## config.mk

```make
export PLATFORM = sky130hd
export DESIGN_NAME = ring_channel_reader_top_flat
export DESIGN_NICKNAME = d
export VERILOG_FILES = /design/src/rtl/rcr_pkg.sv /design/src/rtl/rcr_in_if.sv /design/src/rtl/rcr_out_if.sv /design/src/rtl/rcr_div.sv /design/src/rtl/rcr_dp.sv /design/src/rtl/rcr_ctrl.sv /design/src/rtl/ring_channel_reader_top.sv /design/src/flat_wrapper.sv
export SDC_FILE = /design/constraint.sdc
export NUM_CORES = 2
export LEC_CHECK = 0
export BUFFER_PORTS_ARGS = -buffer_cell sky130_fd_sc_hd__buf_2
export CAP_MARGIN = 0
export CORE_ASPECT_RATIO = 1.5
export CORE_MARGIN = 1.5
export CORE_UTILIZATION = 44
export DETAILED_ROUTE_END_ITERATION = 6
export MAX_ROUTING_LAYER = met4
export REMOVE_ABC_BUFFERS = 1
export SETUP_SLACK_MARGIN = 0.2
export SYNTH_ARGS = -nofsm -noshare
export SYNTH_HDL_FRONTEND = slang
export SYNTH_SLANG_ARGS = --single-unit
```

## constraint.sdc

```tcl
create_clock -name i_clk -period 19.8 [get_ports i_clk]
set_clock_uncertainty 0.1 [all_clocks]
set_input_delay 3.96 -clock i_clk [delete_from_list [all_inputs] [get_ports i_clk]]
set_output_delay 3.96 -clock i_clk [all_outputs]
set_load 0.05 [all_outputs]
```

## src/rtl/rcr_pkg.sv

```systemverilog
`timescale 1ns / 1ps
// ----------------------------------------------------------------------------
// rcr_pkg
// shared types, codes and constants of the ring channel reader
// ----------------------------------------------------------------------------
package rcr_pkg;

    localparam int COUNTER_BITS = 64;
    localparam int EPOCH_BITS   = 64;
    localparam int WORD_BITS    = 64;
    localparam int SLOT_BITS    = 32;
    localparam int CFG_IDX_BITS = 1;

    // configuration register indexes
    localparam logic [CFG_IDX_BITS-1:0] CFG_READER_PROTOCOL    = 1'd0;
    localparam logic [CFG_IDX_BITS-1:0] CFG_EXPECTED_TRANSPORT = 1'd1;

    typedef enum logic [1:0] {
        ACT_READ  = 2'd0,
        ACT_DRAIN = 2'd1,
        ACT_QUERY = 2'd2,
        ACT_NOP   = 2'd3
    } t_action;

    typedef enum logic [2:0] {
        ST_OK            = 3'd0,
        ST_NO_DATA       = 3'd1,
        ST_OVERRUN       = 3'd2,
        ST_EPOCH_CHANGED = 3'd3,
        ST_INCOMPATIBLE  = 3'd4,
        ST_INACTIVE      = 3'd5
    } t_status;

    typedef enum logic [2:0] {
        S_IDLE = 3'd0,
        S_EVAL = 3'd1,
        S_DIV  = 3'd2,
        S_MUL  = 3'd3,
        S_FIN  = 3'd4,
        S_PUSH = 3'd5
    } t_state;

    // controller to datapath
    typedef struct packed {
        logic load_in;
        logic eval;
        logic div_start;
        logic mul_load;
        logic fin;
        logic push;
    } t_cmd;

    // datapath to controller
    typedef struct packed {
        logic need_div;
        logic div_done;
        logic out_free;
    } t_sts;

endpackage

```

## src/rtl/rcr_in_if.sv

```systemverilog
`timescale 1ns / 1ps
// ----------------------------------------------------------------------------
// rcr_in_if
// request channel: action plus a snapshot of the writer header
// ----------------------------------------------------------------------------
interface rcr_in_if;
    logic        valid;
    logic        ready;
    logic [1:0]  action;
    logic        channel_active;
    logic [63:0] hdr_epoch;
    logic [63:0] hdr_epoch_after;
    logic [63:0] hdr_protocol;
    logic [63:0] hdr_transport;
    logic [31:0] hdr_size;
    logic [31:0] hdr_slots;
    logic [63:0] hdr_write_count;
    logic [63:0] hdr_write_start_count;

    modport source (
        output valid, action, channel_active, hdr_epoch, hdr_epoch_after,
               hdr_protocol, hdr_transport, hdr_size, hdr_slots,
               hdr_write_count, hdr_write_start_count,
        input  ready
    );
    modport sink (
        input  valid, action, channel_active, hdr_epoch, hdr_epoch_after,
               hdr_protocol, hdr_transport, hdr_size, hdr_slots,
               hdr_write_count, hdr_write_start_count,
        output ready
    );
endinterface

```

## src/rtl/rcr_out_if.sv

```systemverilog
`timescale 1ns / 1ps
// ----------------------------------------------------------------------------
// rcr_out_if
// result channel: status, slot byte offset and pending flag
// ----------------------------------------------------------------------------
interface rcr_out_if;
    logic        valid;
    logic        ready;
    logic [2:0]  status;
    logic [63:0] element_offset;
    logic        pending;

    modport source (
        output valid, status, element_offset, pending,
        input  ready
    );
    modport sink (
        input  valid, status, element_offset, pending,
        output ready
    );
endinterface

```

## src/rtl/rcr_div.sv

```systemverilog
`timescale 1ns / 1ps
// ----------------------------------------------------------------------------
// rcr_div
// restoring divider, one quotient bit a cycle, remainder only
// ----------------------------------------------------------------------------
module rcr_div #(
    parameter int DVD_BITS = rcr_pkg::COUNTER_BITS
) (
    input  logic                         i_clk,
    input  logic                         i_rst_n,
    input  logic                         i_start,
    input  logic [DVD_BITS-1:0]          i_dividend,
    input  logic [rcr_pkg::SLOT_BITS-1:0] i_divisor,
    output logic                         o_done,
    output logic [rcr_pkg::SLOT_BITS-1:0] o_rem
);
    localparam int CNT_BITS = $clog2(DVD_BITS + 1);
    localparam int SB       = rcr_pkg::SLOT_BITS;

    logic                r_busy;
    logic                r_done;
    logic [CNT_BITS-1:0] r_cnt;
    logic [DVD_BITS-1:0] r_dvd;
    logic [SB-1:0]       r_rem;
    logic [SB-1:0]       r_dsr;
    logic [SB:0]         trial;
    logic [SB:0]         diff;
    logic                fits;

    assign trial = {r_rem, r_dvd[DVD_BITS-1]};
    assign diff  = trial - {1'b0, r_dsr};
    assign fits  = (trial >= {1'b0, r_dsr});

    always_ff @(posedge i_clk) begin
        if (!i_rst_n) begin
            r_busy <= 1'b0;
            r_done <= 1'b0;
            r_cnt  <= '0;
        end else if (i_start) begin
            r_busy <= 1'b1;
            r_done <= 1'b0;
            r_cnt  <= CNT_BITS'(DVD_BITS);
        end else if (r_busy) begin
            r_cnt <= r_cnt - 1'b1;
            if (r_cnt == CNT_BITS'(1)) begin
                r_busy <= 1'b0;
                r_done <= 1'b1;
            end
        end else begin
            r_done <= 1'b0;
        end
    end

    always_ff @(posedge i_clk) begin
        if (i_start) begin
            r_rem <= '0;
            r_dvd <= i_dividend;
            r_dsr <= i_divisor;
        end else if (r_busy) begin
            r_rem <= fits ? diff[SB-1:0] : trial[SB-1:0];
            r_dvd <= {r_dvd[DVD_BITS-2:0], 1'b0};
        end
    end

    assign o_done = r_done;
    assign o_rem  = r_rem;

endmodule

```

## src/rtl/rcr_dp.sv

```systemverilog
`timescale 1ns / 1ps
// ----------------------------------------------------------------------------
// rcr_dp
// reader state, beat capture, decisions, slot offset and result register
// ----------------------------------------------------------------------------
module rcr_dp #(
    parameter int COUNTER_BITS = rcr_pkg::COUNTER_BITS
) (
    input  logic                              i_clk,
    input  logic                              i_rst_n,
    // configuration
    input  logic                              i_cfg_we,
    input  logic [rcr_pkg::CFG_IDX_BITS-1:0]  i_cfg_idx,
    input  logic [rcr_pkg::WORD_BITS-1:0]     i_cfg_wdata,
    // request payload
    input  logic [1:0]                        i_action,
    input  logic                              i_channel_active,
    input  logic [63:0]                       i_hdr_epoch,
    input  logic [63:0]                       i_hdr_epoch_after,
    input  logic [63:0]                       i_hdr_protocol,
    input  logic [63:0]                       i_hdr_transport,
    input  logic [31:0]                       i_hdr_size,
    input  logic [31:0]                       i_hdr_slots,
    input  logic [63:0]                       i_hdr_write_count,
    input  logic [63:0]                       i_hdr_write_start_count,
    // result channel
    output logic                              o_out_valid,
    input  logic                              i_out_ready,
    output logic [2:0]                        o_status,
    output logic [63:0]                       o_element_offset,
    output logic                              o_pending,
    // control
    input  rcr_pkg::t_cmd                     i_cmd,
    output rcr_pkg::t_sts                     o_sts
);
    localparam int CB = COUNTER_BITS;
    localparam int SB = rcr_pkg::SLOT_BITS;
    localparam int EB = rcr_pkg::EPOCH_BITS;
    localparam int WB = rcr_pkg::WORD_BITS;

    // configuration registers
    logic [WB-1:0] r_cfg_protocol;
    logic [WB-1:0] r_cfg_transport;

    // reader state
    logic [EB-1:0] r_epoch;
    logic [SB-1:0] r_elem_size;
    logic [SB-1:0] r_slots;
    logic [CB-1:0] r_read_count;

    // captured beat
    rcr_pkg::t_action r_action;
    logic             r_active;
    logic [EB-1:0]    r_hdr_epoch;
    logic [EB-1:0]    r_hdr_epoch_after;
    logic [WB-1:0]    r_hdr_protocol;
    logic [WB-1:0]    r_hdr_transport;
    logic [SB-1:0]    r_hdr_size;
    logic [SB-1:0]    r_hdr_slots;
    logic [CB-1:0]    r_wc;
    logic [CB-1:0]    r_wsc;

    // result under construction and output register
    rcr_pkg::t_status r_res_status;
    logic [63:0]      r_res_offset;
    logic             r_res_pend;
    logic [63:0]      r_prod;
    logic             r_out_valid;
    rcr_pkg::t_status r_out_status;
    logic [63:0]      r_out_offset;
    logic             r_out_pend;

    // decisions
    logic          epoch_ok;
    logic          compat;
    logic [CB-1:0] slots_ext;
    logic [CB-1:0] fill;
    logic [CB-1:0] fill_start;
    logic          overrun;
    logic          overrun_start;
    logic          need_div;
    logic          div_done;
    logic [SB-1:0] rem;
    logic          out_free;

    assign epoch_ok      = (r_epoch != '0) && (r_epoch == r_hdr_epoch);
    assign compat        = (r_hdr_protocol == r_cfg_protocol)
                        && (r_hdr_transport == r_cfg_transport);
    assign slots_ext     = CB'(r_slots);
    assign fill          = r_wc - r_read_count;
    assign fill_start    = r_wsc - r_read_count;
    assign overrun       = (fill > slots_ext) || (r_slots == '0);
    assign overrun_start = (fill_start > slots_ext);
    assign need_div      = (r_action == rcr_pkg::ACT_READ) && r_active && epoch_ok
                        && (r_read_count != r_wc) && !overrun;
    assign out_free      = !r_out_valid || i_out_ready;

    rcr_div #(
        .DVD_BITS (CB)
    ) u_div (
        .i_clk      (i_clk),
        .i_rst_n    (i_rst_n),
        .i_start    (i_cmd.div_start),
        .i_dividend (r_read_count),
        .i_divisor  (r_slots),
        .o_done     (div_done),
        .o_rem      (rem)
    );

    // configuration
    always_ff @(posedge i_clk) begin
        if (!i_rst_n) begin
            r_cfg_protocol  <= '0;
            r_cfg_transport <= '0;
        end else if (i_cfg_we) begin
            case (i_cfg_idx)
                rcr_pkg::CFG_READER_PROTOCOL:    r_cfg_protocol  <= i_cfg_wdata;
                rcr_pkg::CFG_EXPECTED_TRANSPORT: r_cfg_transport <= i_cfg_wdata;
                default: ;
            endcase
        end
    end

    // reader state
    always_ff @(posedge i_clk) begin
        if (!i_rst_n) begin
            r_epoch      <= '0;
            r_elem_size  <= '0;
            r_slots      <= '0;
            r_read_count <= '0;
        end else if (i_cmd.eval) begin
            case (r_action)
                rcr_pkg::ACT_READ, rcr_pkg::ACT_QUERY: begin
                    if (!r_active) begin
                        if (r_action == rcr_pkg::ACT_READ) begin
                            r_epoch <= '0;
                        end
                    end else if (!epoch_ok && compat) begin
                        r_epoch      <= r_hdr_epoch;
                        r_elem_size  <= r_hdr_size;
                        r_slots      <= r_hdr_slots;
                        r_read_count <= '0;
                    end
                end
                rcr_pkg::ACT_DRAIN: begin
                    r_read_count <= r_wc;
                end
                default: ;
            endcase
        end else if (i_cmd.fin) begin
            if (!overrun_start) begin
                r_read_count <= r_read_count + 1'b1;
            end
            if (r_hdr_epoch_after != r_epoch) begin
                r_epoch <= '0;
            end
        end
    end

    // beat capture, product and result
    always_ff @(posedge i_clk) begin
        if (i_cmd.load_in) begin
            r_action          <= rcr_pkg::t_action'(i_action);
            r_active          <= i_channel_active;
            r_hdr_epoch       <= i_hdr_epoch;
            r_hdr_epoch_after <= i_hdr_epoch_after;
            r_hdr_protocol    <= i_hdr_protocol;
            r_hdr_transport   <= i_hdr_transport;
            r_hdr_size        <= i_hdr_size;
            r_hdr_slots       <= i_hdr_slots;
            r_wc              <= i_hdr_write_count[CB-1:0];
            r_wsc             <= i_hdr_write_start_count[CB-1:0];
        end
        if (i_cmd.mul_load) begin
            r_prod <= 64'(rem) * 64'(r_elem_size);
        end
        if (i_cmd.eval) begin
            r_res_offset <= '0;
            r_res_pend   <= 1'b0;
            r_res_status <= rcr_pkg::ST_OK;
            case (r_action)
                rcr_pkg::ACT_READ: begin
                    if (!r_active) begin
                        r_res_status <= rcr_pkg::ST_INACTIVE;
                    end else if (!epoch_ok) begin
                        r_res_status <= compat ? rcr_pkg::ST_EPOCH_CHANGED
                                               : rcr_pkg::ST_INCOMPATIBLE;
                    end else if (r_read_count == r_wc) begin
                        r_res_status <= rcr_pkg::ST_NO_DATA;
                    end else begin
                        r_res_status <= rcr_pkg::ST_OVERRUN;
                    end
                end
                rcr_pkg::ACT_QUERY: begin
                    if (!r_active) begin
                        r_res_status <= rcr_pkg::ST_INACTIVE;
                    end else if (!epoch_ok) begin
                        if (compat) begin
                            r_res_status <= rcr_pkg::ST_EPOCH_CHANGED;
                            // count restarts at zero on resync
                            r_res_pend   <= (r_wc != '0);
                        end else begin
                            r_res_status <= rcr_pkg::ST_INCOMPATIBLE;
                        end
                    end else begin
                        r_res_pend <= (r_wc > r_read_count);
                    end
                end
                default: ;
            endcase
        end else if (i_cmd.fin) begin
            r_res_offset <= r_prod;
            r_res_pend   <= 1'b0;
            if (r_hdr_epoch_after != r_epoch) begin
                r_res_status <= rcr_pkg::ST_EPOCH_CHANGED;
            end else if (overrun_start) begin
                r_res_status <= rcr_pkg::ST_OVERRUN;
            end else begin
                r_res_status <= rcr_pkg::ST_OK;
            end
        end
    end

    // output register
    always_ff @(posedge i_clk) begin
        if (!i_rst_n) begin
            r_out_valid <= 1'b0;
        end else if (i_cmd.push && out_free) begin
            r_out_valid <= 1'b1;
        end else if (i_out_ready) begin
            r_out_valid <= 1'b0;
        end
    end

    always_ff @(posedge i_clk) begin
        if (i_cmd.push && out_free) begin
            r_out_status <= r_res_status;
            r_out_offset <= r_res_offset;
            r_out_pend   <= r_res_pend;
        end
    end

    assign o_out_valid      = r_out_valid;
    assign o_status         = r_out_status;
    assign o_element_offset = r_out_offset;
    assign o_pending        = r_out_pend;

    assign o_sts.need_div = need_div;
    assign o_sts.div_done = div_done;
    assign o_sts.out_free = out_free;

endmodule

```

## src/rtl/rcr_ctrl.sv

```systemverilog
`timescale 1ns / 1ps
// ----------------------------------------------------------------------------
// rcr_ctrl
// sequencer: capture, decide, divide, multiply, finish, hand over
// ----------------------------------------------------------------------------
module rcr_ctrl (
    input  logic          i_clk,
    input  logic          i_rst_n,
    input  logic          i_in_valid,
    output logic          o_in_ready,
    input  rcr_pkg::t_sts i_sts,
    output rcr_pkg::t_cmd o_cmd
);
    rcr_pkg::t_state r_state;
    rcr_pkg::t_state n_state;

    always_ff @(posedge i_clk) begin
        if (!i_rst_n) begin
            r_state <= rcr_pkg::S_IDLE;
        end else begin
            r_state <= n_state;
        end
    end

    always_comb begin
        n_state    = r_state;
        o_cmd      = '0;
        o_in_ready = 1'b0;
        case (r_state)
            rcr_pkg::S_IDLE: begin
                o_in_ready = 1'b1;
                if (i_in_valid) begin
                    o_cmd.load_in = 1'b1;
                    n_state       = rcr_pkg::S_EVAL;
                end
            end
            rcr_pkg::S_EVAL: begin
                if (i_sts.need_div) begin
                    o_cmd.div_start = 1'b1;
                    n_state         = rcr_pkg::S_DIV;
                end else begin
                    o_cmd.eval = 1'b1;
                    n_state    = rcr_pkg::S_PUSH;
                end
            end
            rcr_pkg::S_DIV: begin
                if (i_sts.div_done) begin
                    n_state = rcr_pkg::S_MUL;
                end
            end
            rcr_pkg::S_MUL: begin
                o_cmd.mul_load = 1'b1;
                n_state        = rcr_pkg::S_FIN;
            end
            rcr_pkg::S_FIN: begin
                o_cmd.fin = 1'b1;
                n_state   = rcr_pkg::S_PUSH;
            end
            rcr_pkg::S_PUSH: begin
                o_cmd.push = 1'b1;
                if (i_sts.out_free) begin
                    n_state = rcr_pkg::S_IDLE;
                end
            end
            default: begin
                n_state = rcr_pkg::S_IDLE;
            end
        endcase
    end

endmodule

```

## src/rtl/ring_channel_reader_top.sv

```systemverilog
`timescale 1ns / 1ps
// ----------------------------------------------------------------------------
// ring_channel_reader_top
// consumer side of a shared-memory ring channel: epoch tracking, resync,
// overrun detection and the byte offset of the next slot to copy
// ----------------------------------------------------------------------------
//  channel   | dir | handshake         | beat contents
//  ----------+-----+-------------------+-------------------------------------
//  i_item    | in  | valid / ready     | action, active flag, header snapshot
//  o_result  | out | valid / ready     | status, element_offset, pending
//  i_cfg_*   | in  | write enable only | reader_protocol, expected_transport
//
//  a beat passes accept, decide and hand over unless it is a read that
//  reaches the copy stage; that one also passes divide, multiply and finish,
//  the divide step being the bit-serial remainder of read count by slot count
//  one beat in flight at a time; the next is taken as soon as the result is
//  parked in the output register, even while that register waits on ready
//  synchronous active-low reset clears the reader state and configuration
// ----------------------------------------------------------------------------
module ring_channel_reader_top #(
    parameter int COUNTER_BITS = rcr_pkg::COUNTER_BITS
) (
    input  logic                             i_clk,
    input  logic                             i_rst_n,
    input  logic                             i_cfg_we,
    input  logic [rcr_pkg::CFG_IDX_BITS-1:0] i_cfg_idx,
    input  logic [rcr_pkg::WORD_BITS-1:0]    i_cfg_wdata,
    rcr_in_if.sink                           i_item,
    rcr_out_if.source                        o_result
);
    // command and status between sequencer and datapath
    rcr_pkg::t_cmd cmd;
    rcr_pkg::t_sts sts;

    // sequencer owns the request ready; datapath owns everything else
    rcr_ctrl u_ctrl (
        .i_clk      (i_clk),
        .i_rst_n    (i_rst_n),
        .i_in_valid (i_item.valid),
        .o_in_ready (i_item.ready),
        .i_sts      (sts),
        .o_cmd      (cmd)
    );

    rcr_dp #(
        .COUNTER_BITS (COUNTER_BITS)
    ) u_dp (
        .i_clk                   (i_clk),
        .i_rst_n                 (i_rst_n),
        .i_cfg_we                (i_cfg_we),
        .i_cfg_idx               (i_cfg_idx),
        .i_cfg_wdata             (i_cfg_wdata),
        .i_action                (i_item.action),
        .i_channel_active        (i_item.channel_active),
        .i_hdr_epoch             (i_item.hdr_epoch),
        .i_hdr_epoch_after       (i_item.hdr_epoch_after),
        .i_hdr_protocol          (i_item.hdr_protocol),
        .i_hdr_transport         (i_item.hdr_transport),
        .i_hdr_size              (i_item.hdr_size),
        .i_hdr_slots             (i_item.hdr_slots),
        .i_hdr_write_count       (i_item.hdr_write_count),
        .i_hdr_write_start_count (i_item.hdr_write_start_count),
        // result register drives the outgoing channel directly
        .o_out_valid             (o_result.valid),
        .i_out_ready             (o_result.ready),
        .o_status                (o_result.status),
        .o_element_offset        (o_result.element_offset),
        .o_pending               (o_result.pending),
        .i_cmd                   (cmd),
        .o_sts                   (sts)
    );

endmodule

```

## src/flat_wrapper.sv

```systemverilog
// flat-port wrapper written by rule: the top's interface ports become plain ports
module ring_channel_reader_top_flat 
#(
    parameter int COUNTER_BITS = rcr_pkg::COUNTER_BITS
)
  (i_clk, i_rst_n, i_cfg_we, i_cfg_idx, i_cfg_wdata, i_item_valid, i_item_action, i_item_channel_active, i_item_hdr_epoch, i_item_hdr_epoch_after, i_item_hdr_protocol, i_item_hdr_transport, i_item_hdr_size, i_item_hdr_slots, i_item_hdr_write_count, i_item_hdr_write_start_count, i_item_ready, o_result_valid, o_result_status, o_result_element_offset, o_result_pending, o_result_ready);
  rcr_in_if i_item_i ();
  rcr_out_if o_result_i ();
  input  logic i_clk;
  input  logic i_rst_n;
  input  logic i_cfg_we;
  input  logic [rcr_pkg::CFG_IDX_BITS-1:0] i_cfg_idx;
  input  logic [rcr_pkg::WORD_BITS-1:0] i_cfg_wdata;
  input wire logic [$bits(i_item_i.valid)-1:0] i_item_valid;
  input wire logic [$bits(i_item_i.action)-1:0] i_item_action;
  input wire logic [$bits(i_item_i.channel_active)-1:0] i_item_channel_active;
  input wire logic [$bits(i_item_i.hdr_epoch)-1:0] i_item_hdr_epoch;
  input wire logic [$bits(i_item_i.hdr_epoch_after)-1:0] i_item_hdr_epoch_after;
  input wire logic [$bits(i_item_i.hdr_protocol)-1:0] i_item_hdr_protocol;
  input wire logic [$bits(i_item_i.hdr_transport)-1:0] i_item_hdr_transport;
  input wire logic [$bits(i_item_i.hdr_size)-1:0] i_item_hdr_size;
  input wire logic [$bits(i_item_i.hdr_slots)-1:0] i_item_hdr_slots;
  input wire logic [$bits(i_item_i.hdr_write_count)-1:0] i_item_hdr_write_count;
  input wire logic [$bits(i_item_i.hdr_write_start_count)-1:0] i_item_hdr_write_start_count;
  output wire logic [$bits(i_item_i.ready)-1:0] i_item_ready;
  output wire logic [$bits(o_result_i.valid)-1:0] o_result_valid;
  output wire logic [$bits(o_result_i.status)-1:0] o_result_status;
  output wire logic [$bits(o_result_i.element_offset)-1:0] o_result_element_offset;
  output wire logic [$bits(o_result_i.pending)-1:0] o_result_pending;
  input wire logic [$bits(o_result_i.ready)-1:0] o_result_ready;
  assign i_item_i.valid = i_item_valid;
  assign i_item_i.action = i_item_action;
  assign i_item_i.channel_active = i_item_channel_active;
  assign i_item_i.hdr_epoch = i_item_hdr_epoch;
  assign i_item_i.hdr_epoch_after = i_item_hdr_epoch_after;
  assign i_item_i.hdr_protocol = i_item_hdr_protocol;
  assign i_item_i.hdr_transport = i_item_hdr_transport;
  assign i_item_i.hdr_size = i_item_hdr_size;
  assign i_item_i.hdr_slots = i_item_hdr_slots;
  assign i_item_i.hdr_write_count = i_item_hdr_write_count;
  assign i_item_i.hdr_write_start_count = i_item_hdr_write_start_count;
  assign i_item_ready = i_item_i.ready;
  assign o_result_valid = o_result_i.valid;
  assign o_result_status = o_result_i.status;
  assign o_result_element_offset = o_result_i.element_offset;
  assign o_result_pending = o_result_i.pending;
  assign o_result_i.ready = o_result_ready;
  ring_channel_reader_top #(.COUNTER_BITS(COUNTER_BITS)) u_core (.i_clk(i_clk), .i_rst_n(i_rst_n), .i_cfg_we(i_cfg_we), .i_cfg_idx(i_cfg_idx), .i_cfg_wdata(i_cfg_wdata), .i_item(i_item_i), .o_result(o_result_i));
endmodule
```

---- Word-level counts from Yosys, hierarchy flattened ----
Cells that the tools add are included.
operators by class
  add/subtract/negate cells ............... 5
  $mul .................................... 1
  $lt $le $gt $ge ......................... 4
  equality and inequality tests ........... 24
  multiplexer cells ....................... 54
  bitwise operators ....................... 3
  reduce and logical (&&, ||, !) cells .... 31
operator list
  cell                                                              count
  64-bit 2-to-1 mux                                                 14
  64-bit == test                                                    4
  64-bit by 32-bit > comparator with 1-bit output                   2
  64-bit != test                                                    2
  64-bit case mux with 2 select lines                               1
  64-bit nonzero test                                               2
  64-bit subtractor                                                 2
  64-bit by 1-bit adder with 64-bit output (second input constant)  1
  64-bit > comparator                                               1
  32-bit by 32-bit multiplier with 64-bit output                    1
  33-bit by 32-bit greater-or-equal comparator with 1-bit output    1
  3-bit 2-to-1 mux                                                  11
  32-bit zero test                                                  1
  32-bit 2-to-1 mux                                                 1
  32-bit subtractor                                                 1
  1-bit 2-to-1 mux                                                  19
  3-bit case mux with 6 select lines                                1
  3-bit != test (second input constant)                             5
  7-bit 2-to-1 mux                                                  2
  5-bit AND reduction                                               2
  1-bit logical AND                                                 8
  2-bit 2-to-1 mux                                                  4
  2-bit != test (second input constant)                             4
  2-bit nonzero test                                                4
  other kinds (19)                                                  28
storage, ports and cells
  bits in registers ....................... 1112
  output and inout bits ................... 70
  logic and storage cells ................. 154

---- Longest topological paths before layout ----
  word-level depth ........................ 9
  depth in mapped cells ................... 31

---- Modules after synthesis ----
From an unflattened synthesis, not the netlist that was laid out.
unflattened totals
  cell total of the unflattened synthesis .. 8588
  area, all modules ....................... 86382.8 um^2
by module, submodules not included
  module    instances  cells an instance  area an instance (um^2)  seq. area each (um^2)
  rcr_dp    1          7892               78750.5                  25334.3
  rcr_div   1          669                7398.3                   3703.6
  rcr_ctrl  1          27                 234.0                    60.1

---- Least setup slack after synthesis ----
Ideal clock, no wire load.
  path kind ............................... input to register
  from .................................... input port i_item_valid
  to ...................................... register u_core.u_dp.r_action[0] (enable)
  setup time .............................. 867 ps
  data arrival time ....................... 14092 ps
  slack ................................... 4741 ps
  stages on the path ...................... 1
  path buffers ............................ 0
  cell sequence ........................... and2_1
on the way
  word-level cells in the longest chain between the ends .. 2
RTL lines
  item                  line                text
  start, declared       flat_wrapper.sv:14  input wire logic [$bits(i_item_i.valid)-1:0] i_item_valid;
  1-bit 2-to-1 mux      rcr_ctrl.sv:32      if (i_in_valid) begin
  1-bit 2-to-1 mux      rcr_ctrl.sv:29      case (r_state)
  end signal, assigned  rcr_dp.sv:163       r_action <= rcr_pkg::t_action'(i_action);
  end, declared         rcr_dp.sv:52        rcr_pkg::t_action r_action;
No other way between the ends.
A chain may end at the register's enable or synchronous reset.

---- Worst setup path after layout ----
  from .................................... register u_core.u_dp.r_read_count[9]
  to ...................................... register u_core.u_dp.r_elem_size[17]
on the way
  word-level cells in the longest chain between the ends .. 8
RTL lines
  item                                             line            text
  start, declared                                  rcr_dp.sv:49    logic [CB-1:0] r_read_count;
  start signal, assigned                           rcr_dp.sv:146   r_read_count <= r_wc;
  start signal, assigned                           rcr_dp.sv:152   r_read_count <= r_read_count + 1'b1;
  64-bit subtractor                                rcr_dp.sv:90    assign fill = r_wc - r_read_count;
  64-bit by 32-bit > comparator with 1-bit output  rcr_dp.sv:92    assign overrun = (fill > slots_ext) || (r_slots == '0);
  1-bit logical OR                                 rcr_dp.sv:92
  1-bit zero test                                  rcr_dp.sv:95    && (r_read_count != r_wc) && !overrun;
  1-bit logical AND (*)                            rcr_dp.sv:95
  1-bit 2-to-1 mux (*)                             rcr_ctrl.sv:38  if (i_sts.need_div) begin
  2-bit 2-to-1 mux (*)                             rcr_ctrl.sv:29
  4-bit AND reduction (no line) (*)                --
  end signal, assigned                             rcr_dp.sv:140   r_elem_size <= r_hdr_size;
  end, declared                                    rcr_dp.sv:47    logic [SB-1:0] r_elem_size;
Every way passes the cells marked *; elsewhere a longest branch is shown, timed or not.

==> flow_summary.yaml <==
sta:
  worst_hold_slack_ns: 0.303
  tightest_slew_ns: 1.37
  min_period_over_period_pct: 50.3
  min_period_ns: 9.96
  slew_headroom_pct: 7.25
  tns_ns: 0
  hold_violations: 0
  fin_ws_ns: 9.84
  setup_viol: 0
  drv_slew: 0
  fmax_mhz: 100
  grt_setup_unrepaired: "false"
detailed_routing:
  first_pass_iters: 6
  ant_nets: 0
  via_per_inst: 5.60
  drc_errors: 0
  via_count: 65500
  drtIter0Drc: 4867
  routedWlPerCell_um: 24.4
  drt-total-wl_um: 285000
setup_path:
  critPathLaunch: "u_core.u_dp.r_read_count[9]"
  slowest_delay_ns: 0.92
  required_ns: 20.32
  criticalPathCategory: "flip-flop to flip-flop"
  r2r_slack_ns: 9.84
  crit_path_end_kind: "flip-flop"
  cp.arrival_ns: 10.47
  cp_slowest_cell: "o21ai_0"
  critPathLaunchType: "flip-flop"
  crit_chain: "inv_1, ha_1, nand4_1, nor2_1, a21oi_2, o31a_1, o31ai_1, xnor2_1, ha_1, nand4_1, nor4_1, nand2_1, o21ai_0, nand4_1, a2111oi_0, o2111ai_1, or4_1, nor4b_2, a41o_4, buf_4, nor2_4, buf_4, mux2i_1, nor2b_1"
  regToRegStartpoint: "u_core.u_dp.r_read_count[9]"
  crit_top_cell: "nand4_1"
  cp_max_fo: 56
finish:
  num-fill-cells: 18000
  drive_gt1_share_pct: 10.9
  area_delta_synth_final_pct: 10.9
  design_area_um2: 95400
  fin_nets: 10900
clock_network:
  cts_resized: 0
  cts_hold_buf: 0
  cts_setup_buffers: 0
  cts_tree: "built"
  cts.clk_slew.worst_paths_ns: 0.07
  cts_max_level: 3
  cts_root_buf: "clkbuf_16"
  cts_buffer_depth: 3
  clk_latency_ns: 0.78
  numCtsBuffers: 111
  clock_sinks: 1112
run:
  cap_violations: 0
yosys:
  synth_cell_types: 83
  synth_area_um2: 86000
  synth_cells: 8589
  synth_area_leaders: "edfxtp_1, fa_1, dfxtp_1"
  syn_area_per_cell_um2: 10.0
  async_reset_ff_share_pct: 0
  synth_edf_count: 683
  yosysSeqAreaShare_pct: 33.8
  ys_seq_elements: 1112
  synth_warnings: 0
  synth_top_flop_cell: "edfxtp_1"
  yosys.area.top_type: "edfxtp_1"
  synth_top_area_share_pct: 23.9
die:
  die_x_um: 364
  core_um2: 194000
  initial_utilization_pct: 44.3
  io_pins: 591
  die_area_um2: 198000
  row_count: 198
  dieHeight_um: 544
place:
  dpl_cell_area_um2: 91400
  dp_hpwl_um: 219000
  dpl_worst_slack_ns: 10.19
  io_buffer_count: 590
  gp_congestion: 0.989
min_path:
  min_from: "u_core.u_dp.r_res_offset[0]"
  hold_path_class: "flip-flop to flip-flop"
power_and_ir_drop:
  p_leak_nw: 41.2
  finalPower_mw: 5.94
  powerDensity_nw_per_um2: 62.2
  irDropWorstVdd_v: 0.0000840
global_routing:
  grt_use_total_pct: 29.5
  grt_pass1_wl_um: 422000
  grt_start_max_net_pins: 109
  grt_pass1_vias: 68300
  antenna_found_initial: 51
  overflow: 0
status:
  status: "complete, no violations"
## critical path, delay by kind of cell (launching register included)
family | cells | cell delay (ns)
AO/OA/AOI/OAI | 7 | 3.78
XOR/XNOR | 1 | 0.29
adder cells (fa/ha/maj) | 2 | 0.77
buffers and inverters | 3 | 1.35
flip-flops | 1 | 0.40
multiplexers | 1 | 0.29
AND/OR/NAND/NOR | 10 | 2.64
## kinds of logic (layout without fill, tap and decap cells)
logic type / count (synthesis) / in the layout / share of synthesized area, %
buf+inv: 1492 / 1954 / 6.61
compound gates: 1371 / 1371 / 10.6
flops: 1112 / 1112 / 33.8
xor+xnor: 415 / 415 / 4.23
other cells: 0 / 42 / 0
mux: 98 / 98 / 1.15
fa+ha+maj: 1388 / 1388 / 28.0
simple gates: 2713 / 2713 / 15.6
## synthesized netlist by cell type (97+ instances only)
master	instances
dfxtp_1	429
ha_1	489
fa_1	899
clkbuf_1	368
a21oi_1	355
nand2_1	1137
nor4_1	106
nor2_1	228
a21boi_0	153
xor2_1	200
a21o_1	143
nand3_1	179
inv_1	1056
and2_1	610
nor2b_1	97
nand4_1	130
xnor2_1	215
edfxtp_1	683
o21ai_0	246
## cell type report
type                            instances  area [um^2]  share of cell area (%)
Tap cell                             2600         3250                    3.41
Clock buffer                          140         3010                    3.16
Timing Repair Buffer                  687         3690                    3.87
Antenna cell                           42          105                   0.110
Inverter                             1056         3960                    4.16
Clock inverter                         71          877                   0.920
Multi-Input combinational cell       5985        51300                    53.8
Sequential cell                      1112        29100                    30.5
## power by group
| group | internal, mW | switching [mW] | total, mW |
|---|---|---|---|
| Clock | 1.24 | 1.01 | 2.25 |
| Combinational | 0.314 | 0.657 | 0.970 |
| Sequential | 2.60 | 0.114 | 2.71 |
| Total | 4.16 | 1.78 | 5.94 |
## sequential cells by signal (all words and copies together), names as in the netlist, 7 cells and up
| signal | count |
|---|---|
| u_core.u_dp.u_div.o_rem | 32 |
| u_core.u_dp.u_div.r_dsr | 32 |
| u_core.u_dp.r_slots | 32 |
| u_core.u_dp.r_prod | 64 |
| u_core.u_dp.r_hdr_epoch | 64 |
| u_core.u_dp.u_div.r_dvd | 64 |
| u_core.u_dp.r_hdr_protocol | 64 |
| u_core.u_dp.r_hdr_epoch_after | 64 |
| u_core.u_dp.r_cfg_protocol | 64 |
| u_core.u_dp.r_read_count | 64 |
| u_core.u_dp.u_div.r_cnt | 7 |
| u_core.u_dp.o_element_offset | 64 |
| u_core.u_dp.r_wsc | 64 |
| u_core.u_dp.r_elem_size | 32 |
| u_core.u_dp.r_epoch | 64 |
| u_core.u_dp.r_cfg_transport | 64 |
| u_core.u_dp.r_wc | 64 |
| u_core.u_dp.r_res_offset | 64 |
| u_core.u_dp.r_hdr_transport | 64 |
| u_core.u_dp.r_hdr_size | 32 |
| u_core.u_dp.r_hdr_slots | 32 |
## metrics by stage
stage                     utilization, %  std cells
after floorplan                        -       8153
after global placement              47.1      11400
final                               49.2      11700
after global routing                49.2      11700
after detailed placement            47.1      11400
after CTS                           49.1      11700
## final timing paths
kind	end	cells past startpoint
setup / recovery	u_core.u_dp.r_elem_size[17]	24
hold / removal	u_core.u_dp.o_element_offset[0]	0
setup reg to reg	u_core.u_dp.r_elem_size[17]	24
hold reg to reg	u_core.u_dp.o_element_offset[0]	0
## layout by cell type, fill, tap and decap left out, drive strengths merged, types with 16 or more instances in the layout
cell    count
nor2      228
a22o       68
nand4     130
or3        25
a211oi     39
a21oi     357
o221a      27
dfxtp     429
and3       41
edfxtp    683
xnor2     215
or4        17
clkbuf    141
a21boi    170
o21ai     251
o211ai     31
o21bai     51
o22ai      17
o21a       40
a31o       17
ha        489
nor2b      97
diode      42
nor3       59
buf       686
nand2    1137
inv      1063
and2      611
o31ai      16
a21o      143
fa        899
nand3     179
xor2      200
nor4      107
nand2b     36
mux2i      93
a31oi      40
clkinv     39
## per-layer routing
| metal | share of wire (%) | up-vias | global-route usage [%] |
|---|---|---|---|
| li1 | - | 29300 | - |
| met1 | 36 | 32700 | 31.9 |
| met2 | 51 | 2593 | 50.9 |
| met5 | 0 | - | - |
| met4 | 7.3 | 0 | 18.3 |
| met3 | 6.0 | 852 | 4.25 |
(Power assumes the default switching activity.)
